File: src/rtl/core/efe_pkg.sv
package efe_pkg;

  localparam logic [7:0] EscByte   = 8'h5A;
  localparam logic [7:0] CodeEof   = 8'h00;
  localparam logic [7:0] CodeEofNc = 8'h01;
  localparam logic [7:0] CodeEsc   = 8'h02;
  localparam logic [7:0] CodeData  = 8'h80;
  localparam logic [7:0] CodeDebug = 8'h40;

  localparam int unsigned QueueDepthDefault = 4;

  // One classified payload byte, as handed from front to back.
  typedef struct packed {
    logic [7:0] payload;
    logic       first;
    logic       last;
    logic       debug_kind;
    logic       payload_esc;
    logic [7:0] sum;
    logic       sum_esc;
  } cmd_t;

endpackage

File: src/rtl/core/efe_front.sv
module efe_front (
  input  logic           clk_i,
  input  logic           rst_ni,
  input  logic           in_valid_i,
  output logic           in_stall_o,
  input  logic [7:0]     payload_byte_i,
  input  logic           first_of_frame_i,
  input  logic           last_of_frame_i,
  input  logic           frame_kind_i,
  input  logic           q_full_i,
  output logic           push_o,
  output efe_pkg::cmd_t  cmd_o
);
  import efe_pkg::*;

  logic [7:0] sum_q;
  logic [7:0] sum_d;

  assign in_stall_o = q_full_i;
  assign push_o     = in_valid_i && !q_full_i;

  // Restart the sum on the first byte of a frame.
  assign sum_d = (first_of_frame_i ? 8'h00 : sum_q) + payload_byte_i;

  always_comb begin
    cmd_o.payload     = payload_byte_i;
    cmd_o.first       = first_of_frame_i;
    cmd_o.last        = last_of_frame_i;
    cmd_o.debug_kind  = frame_kind_i;
    cmd_o.payload_esc = (payload_byte_i == EscByte);
    cmd_o.sum         = sum_d;
    cmd_o.sum_esc     = (sum_d == EscByte);
  end

  always_ff @(posedge clk_i or negedge rst_ni) begin
    if (!rst_ni) begin
      sum_q <= 8'h00;
    end else if (push_o) begin
      sum_q <= sum_d;
    end
  end

endmodule

File: src/rtl/core/efe_queue.sv
module efe_queue #(
  parameter int unsigned Depth = efe_pkg::QueueDepthDefault
) (
  input  logic           clk_i,
  input  logic           rst_ni,
  input  logic           push_i,
  input  efe_pkg::cmd_t  push_data_i,
  output logic           full_o,
  input  logic           pop_i,
  output efe_pkg::cmd_t  head_o,
  output logic           empty_o
);
  import efe_pkg::*;

  localparam int unsigned PtrW = (Depth > 1) ? $clog2(Depth) : 1;
  localparam int unsigned CntW = $clog2(Depth + 1);

  cmd_t            mem_q [Depth];
  logic [PtrW-1:0] wr_ptr_q;
  logic [PtrW-1:0] rd_ptr_q;
  logic [CntW-1:0] cnt_q;

  assign full_o  = (cnt_q == CntW'(Depth));
  assign empty_o = (cnt_q == '0);
  assign head_o  = mem_q[rd_ptr_q];

  always_ff @(posedge clk_i) begin
    if (push_i) begin
      mem_q[wr_ptr_q] <= push_data_i;
    end
  end

  always_ff @(posedge clk_i or negedge rst_ni) begin
    if (!rst_ni) begin
      wr_ptr_q <= '0;
      rd_ptr_q <= '0;
      cnt_q    <= '0;
    end else begin
      if (push_i) begin
        wr_ptr_q <= (wr_ptr_q == PtrW'(Depth - 1)) ? '0 : wr_ptr_q + 1'b1;
      end
      if (pop_i) begin
        rd_ptr_q <= (rd_ptr_q == PtrW'(Depth - 1)) ? '0 : rd_ptr_q + 1'b1;
      end
      if (push_i && !pop_i) begin
        cnt_q <= cnt_q + 1'b1;
      end else if (pop_i && !push_i) begin
        cnt_q <= cnt_q - 1'b1;
      end
    end
  end

endmodule

File: src/rtl/core/efe_back.sv
module efe_back (
  input  logic           clk_i,
  input  logic           rst_ni,
  input  efe_pkg::cmd_t  head_i,
  input  logic           empty_i,
  output logic           pop_o,
  output logic           out_valid_o,
  input  logic           out_stall_i,
  output logic [7:0]     out_byte_o,
  output logic           run_last_o
);
  import efe_pkg::*;

  typedef enum logic [2:0] {
    StStart,
    StSofEsc,
    StSofCode,
    StPay,
    StPayCode,
    StEofEsc,
    StEofCode,
    StSum
  } step_e;

  step_e      step_q;
  step_e      cur_step;
  step_e      next_step;
  logic       advance;
  logic       done;
  logic [7:0] byte_d;
  logic       out_valid_q;
  logic [7:0] out_byte_q;
  logic       run_last_q;

  assign advance = !empty_i && (!out_valid_q || !out_stall_i);
  assign pop_o   = advance && done;

  always_comb begin
    cur_step  = step_q;
    next_step = StStart;
    done      = 1'b0;
    byte_d    = head_i.payload;
    if (step_q == StStart) begin
      cur_step = head_i.first ? StSofEsc : StPay;
    end
    case (cur_step)
      StSofEsc: begin
        byte_d    = EscByte;
        next_step = StSofCode;
      end
      StSofCode: begin
        byte_d    = head_i.debug_kind ? CodeDebug : CodeData;
        next_step = StPay;
      end
      StPay: begin
        // An escape byte on the wire equals the payload itself.
        byte_d = head_i.payload;
        if (head_i.payload_esc) begin
          next_step = StPayCode;
        end else if (head_i.last) begin
          next_step = StEofEsc;
        end else begin
          done = 1'b1;
        end
      end
      StPayCode: begin
        byte_d = CodeEsc;
        if (head_i.last) begin
          next_step = StEofEsc;
        end else begin
          done = 1'b1;
        end
      end
      StEofEsc: begin
        byte_d    = EscByte;
        next_step = StEofCode;
      end
      StEofCode: begin
        // Drop the sum byte when it would look like an escape.
        if (head_i.sum_esc) begin
          byte_d = CodeEofNc;
          done   = 1'b1;
        end else begin
          byte_d    = CodeEof;
          next_step = StSum;
        end
      end
      StSum: begin
        byte_d = head_i.sum;
        done   = 1'b1;
      end
      default: begin
        byte_d = head_i.payload;
        done   = 1'b1;
      end
    endcase
  end

  always_ff @(posedge clk_i or negedge rst_ni) begin
    if (!rst_ni) begin
      step_q      <= StStart;
      out_valid_q <= 1'b0;
      out_byte_q  <= 8'h00;
      run_last_q  <= 1'b0;
    end else if (advance) begin
      out_valid_q <= 1'b1;
      out_byte_q  <= byte_d;
      run_last_q  <= done;
      step_q      <= done ? StStart : next_step;
    end else if (!out_stall_i) begin
      out_valid_q <= 1'b0;
    end
  end

  assign out_valid_o = out_valid_q;
  assign out_byte_o  = out_byte_q;
  assign run_last_o  = run_last_q;

endmodule

File: src/rtl/core/escaped_frame_encoder_with_sum.sv
// Escaped frame encoder with an 8-bit additive checksum.
//
// Input channel: one payload byte per transaction with first/last flags
// and a frame kind. Output channel: one line byte per transaction, with
// run_last_o marking the final byte caused by an input transaction.
// Both channels use valid/stall; a transaction completes when valid is
// high and stall is low.
//
// The front keeps the running sum and classifies each byte into a queue
// entry (QueueDepth deep). The back expands an entry into 1 to 7 line
// bytes, one per cycle unless the receiver stalls, from a registered
// output stage. The first line byte of an item goes through the queue
// entry and then the output register. The back gives an unescaped
// mid-frame byte as one line byte, an escaped one as two; a start
// marker adds two and an end marker two or three.
// Reset clears the sum, the queue and the output stage. While the
// receiver stalls, the output byte holds; the queue keeps taking input
// until it is full, then in_stall_o rises.
module escaped_frame_encoder_with_sum #(
  parameter int unsigned QueueDepth = efe_pkg::QueueDepthDefault
) (
  input  logic       clk_i,
  input  logic       rst_ni,
  input  logic       in_valid_i,
  output logic       in_stall_o,
  input  logic [7:0] payload_byte_i,
  input  logic       first_of_frame_i,
  input  logic       last_of_frame_i,
  input  logic       frame_kind_i,
  output logic       out_valid_o,
  input  logic       out_stall_i,
  output logic [7:0] out_byte_o,
  output logic       run_last_o
);
  import efe_pkg::*;

  cmd_t push_cmd;
  cmd_t head_cmd;
  logic push;
  logic pop;
  logic q_full;
  logic q_empty;

  efe_front u_front (
    .clk_i            (clk_i),
    .rst_ni           (rst_ni),
    .in_valid_i       (in_valid_i),
    .in_stall_o       (in_stall_o),
    .payload_byte_i   (payload_byte_i),
    .first_of_frame_i (first_of_frame_i),
    .last_of_frame_i  (last_of_frame_i),
    .frame_kind_i     (frame_kind_i),
    .q_full_i         (q_full),
    .push_o           (push),
    .cmd_o            (push_cmd)
  );

  efe_queue #(
    .Depth (QueueDepth)
  ) u_queue (
    .clk_i       (clk_i),
    .rst_ni      (rst_ni),
    .push_i      (push),
    .push_data_i (push_cmd),
    .full_o      (q_full),
    .pop_i       (pop),
    .head_o      (head_cmd),
    .empty_o     (q_empty)
  );

  efe_back u_back (
    .clk_i       (clk_i),
    .rst_ni      (rst_ni),
    .head_i      (head_cmd),
    .empty_i     (q_empty),
    .pop_o       (pop),
    .out_valid_o (out_valid_o),
    .out_stall_i (out_stall_i),
    .out_byte_o  (out_byte_o),
    .run_last_o  (run_last_o)
  );

  a_queue_not_full_and_empty: assert property (
    @(posedge clk_i) disable iff (!rst_ni) !(q_full && q_empty)
  ) else $error("queue reports full and empty at once");

  a_no_pop_when_empty: assert property (
    @(posedge clk_i) disable iff (!rst_ni) q_empty |-> !pop
  ) else $error("back popped an empty queue");

  a_pop_gives_last_byte: assert property (
    @(posedge clk_i) disable iff (!rst_ni) pop |=> (out_valid_o && run_last_o)
  ) else $error("retired entry did not present its final byte");

  a_push_only_when_room: assert property (
    @(posedge clk_i) disable iff (!rst_ni) (q_full && !pop) |=> !q_empty
  ) else $error("full queue drained without a pop");

endmodule

File: config.mk
export PLATFORM = sky130hd
export DESIGN_NAME = escaped_frame_encoder_with_sum
export DESIGN_NICKNAME = d
export VERILOG_FILES = /design/src/rtl/core/efe_pkg.sv /design/src/rtl/core/efe_front.sv /design/src/rtl/core/efe_queue.sv /design/src/rtl/core/efe_back.sv /design/src/rtl/core/escaped_frame_encoder_with_sum.sv
export SDC_FILE = /design/constraint.sdc
export NUM_CORES = 1
export LEC_CHECK = 0
export BUFFER_PORTS_ARGS = -buffer_cell sky130_fd_sc_hd__buf_2
export CORE_ASPECT_RATIO = 1.1
export CORE_MARGIN = 2
export CORE_UTILIZATION = 45
export CTS_CLUSTER_SIZE = 28
export DETAILED_ROUTE_END_ITERATION = 6
export PLACE_DENSITY_LB_ADDON = 0.05
export SLEW_MARGIN = 20
export SYNTH_ARGS = -nofsm -noshare
export SYNTH_HDL_FRONTEND = slang
export SYNTH_SLANG_ARGS = --single-unit
File: constraint.sdc
create_clock -name clk_i -period 6.3 [get_ports clk_i]
set_input_delay 0.63 -clock clk_i [delete_from_list [all_inputs] [get_ports clk_i]]
set_output_delay 0.63 -clock clk_i [all_outputs]
set_load 0.02 [all_outputs]
==> out/qor.yml <==
post-synth-top-area-cell: "edfxtp_1"
cts.sinks: 112
synth_area_leaders: "edfxtp_1 (49%), dfrtp_1 (14%), mux4_2 (7.1%)"
end_kind: "flip-flop"
groute.usage.overall_pct: 17.8
synth_top_cell_area_share_pct: 49.5
avgRoutedWirePerCell_um: 18.7
worstPathCellList: "buf_4 > mux4_2 > nor3_1 > or2_2 > inv_1 > ha_1 > or3b_1 > a31oi_2 > a21oi_2 > inv_1 > ha_1 > inv_1 > fa_1 > xor2_1 > nor2_1 > xor2_1"
drive_above_1_share_pct: 21.1
worstPathArrival_ps: 4040
diodes: 0
crit_path_max_fanout: 28
cp_common_cell: "inv_1"
hp-class: "in -> async"
clkTransAtPathRegs_ps: 70
clk_latency_ps: 350
ioPinCount: 26
ys_types: 59
power.total_mw: 2.89
area_delta_synth_final_pct: 12.1
syn_nets: 373
grt_pass1_wl_um: 15800
layout.cells.non_filler: 522
ys_seq_area_share_pct: 63.2
p_per_area_mw_per_mm2: 505
die_y_um: 116
cts_max_level: 3
max-cap-violations: 0
synth.cell_area_mm2: 0.00510
wirelength_um: 9780
rows: 40
die_area_mm2: 0.0122
dp.cells: 506
yosysWarningCount: 0
dp_hpwl_um: 6460
layout.nets: 405
gp_congestion: 0.809
cp.buffers_inverters: 4
synth_top_cells_by_count: "edfxtp_1 (84), nand2_1 (29), dfrtp_1 (28)"
ys_seq_elements: 112
setup_slack_ps: 2530
post_cts_buffers: 0
outcome: "finished clean"
post-synth-top-count-cell: "edfxtp_1"
async_reset_ff_share_pct: 25.0
cts_tree: "built"
crit_path_start_kind: "flip-flop"
postCtsHoldBufs: 0
start_util_pct: 46.5
p_leak_nw: 2.16
final-hold-violation-count: 0
worst_pin_slew_ps: 884
avgViaCountPerCell: 5.47
drtIter0Drc: 150
fillCellCount: 917
grt_pass1_vias: 2842
cts_root_buffer: "clkbuf_16"
tns_ps: 0
required_ps: 6570
ant_nets: 0
dp_slack_ps: 2500
vias: 2856
critPathKind: "reg -> reg"
synth_edf_count: 84
max_stage_delay_ps: 420
io_buffers: 25
core_mm2: 0.0110
synth_cells: 338
r2r_cells: 16
rsz0062_at_grt: "false"
finalSetupViolCount: 0
avgSynthCellArea_um2: 15.1
grt_antenna_before_repair: 0
globalRoute.totalOverflow: 0
skew_ps: 10.6
regToRegSetupSlack_ps: 2530
cts_buffers: 9
first_pass_iters: 4
grt_max_degree: 29
drcViolationCount: 0
critical_path.slowest_cell: "buf_4"
rr_endpoint: "u_queue.cnt_q[2]"
synthFlopType: "edfxtp_1"
cts_resized: 0
cp_top_family: "simple AND/OR/NAND/NOR gates"
fin_crit_sh_pct: 59.8
max_slew_margin_pct: 40.5
reg2reg_from: "u_queue.rd_ptr_q[0]"
cts_buffer_depth: 2
irDropWorstVdd_v: 0.000211
die_w_um: 105
drv_slew: 0
period_needed_ps: 3770
fmax_mhz: 265
power breakdown:
part / switching [mW] / internal (mW) / total, mW
Clock: 0.253 / 0.348 / 0.601
Combinational: 0.660 / 0.501 / 1.16
Sequential: 0.0814 / 1.04 / 1.12
kinds of logic after synthesis:
| logic type | synth area share (%) |
|---|---|
| and+or+nand+nor | 8.42 |
| AOI/OAI and AO/OA | 8.44 |
| DFF | 63.2 |
| muxes | 10.8 |
| xor gates and xnor gates | 1.20 |
| buffers and inverters | 2.70 |
| adders and majority gates | 5.20 |
layout by cell type, fill, tap and decap left out, types with 3 or more instances in the layout:
master	instances
a211oi_1	3
a21boi_0	3
a21o_1	4
a21oi_1	4
a22o_1	3
a31oi_1	3
and2_1	4
buf_2	25
buf_4	7
clkbuf_16	9
dfrtp_1	28
edfxtp_1	84
ha_1	18
inv_1	17
mux2_2	4
mux4_1	4
mux4_2	16
nand2_1	29
nand3_1	3
nand4_1	3
nor2_1	13
nor2b_1	9
nor3_1	5
o21ai_0	16
o31ai_1	3
xnor2_1	5
flip-flops by register name, indices dropped and copies added, names as in the netlist:
signal / count
u_back.out_valid_o: 1
u_back.run_last_o: 1
u_queue.wr_ptr_q: 2
u_queue.cnt_q: 3
u_front.sum_q: 8
u_queue.rd_ptr_q: 2
u_queue.mem_q: 84
u_back.out_byte_o: 8
u_back.step_q: 3
worst max-delay path by stage:
stage | from | to | slack (ps) | cells past startpoint
6_report | u_queue.rd_ptr_q[0] | u_queue.cnt_q[2] | 2530 | 16
2_1_floorplan | u_queue.rd_ptr_q[0] | u_queue.cnt_q[2] | 2810 | 17
3_5_place_dp | u_queue.rd_ptr_q[0] | u_queue.cnt_q[2] | 2500 | 16
4_1_cts | u_queue.rd_ptr_q[0] | u_queue.cnt_q[2] | 2490 | 16
5_1_grt | u_queue.rd_ptr_q[0] | u_queue.cnt_q[2] | 2210 | 16
3_3_place_gp | u_queue.rd_ptr_q[0] | u_queue.cnt_q[1] | 2560 | 14
area by class of cell:
| type | count | area (um2) | area share [%] |
|---|---|---|---|
| inverters | 18 | 72.6 | 1.27 |
| repair buffers | 32 | 178 | 3.11 |
| clock inverters | 6 | 82.6 | 1.45 |
| clock buffers | 10 | 229 | 4.01 |
| well taps | 147 | 184 | 3.22 |
| flip-flops and latches | 112 | 3220 | 56.4 |
| multi-input cells | 197 | 1740 | 30.5 |
routing by layer:
metal | vias to the layer above | share of wire, % | GRT usage [%]
li1 | 1358 | - | -
met1 | 1438 | 48 | 24.3
met2 | 48 | 47 | 28.1
met3 | 12 | 3.3 | 3.88
met4 | 0 | 1.8 | 7.02
met5 | - | 0 | 0
stage by stage:
step                area (um2)  util [%]  hold slack [ps]
floorplan                 5100         -              334
global placement          5400      49.3              452
detailed placement        5400      49.3              465
CTS                       5710      52.1              334
global route              5710      52.1              371
finish                    5710      52.1              328
worst register-to-register path, cell delays in order (launching register included):
cell and delay [ps]:
dfrtp_1 330, buf_4 420, mux4_2 340, nor3_1 40, or2_2 320, inv_1 110
ha_1 300, or3b_1 410, a31oi_2 210, a21oi_2 100, inv_1 90, ha_1 170
inv_1 60, fa_1 370, xor2_1 170, nor2_1 110, xor2_1 160
Power figures use the tool's default switching activity.
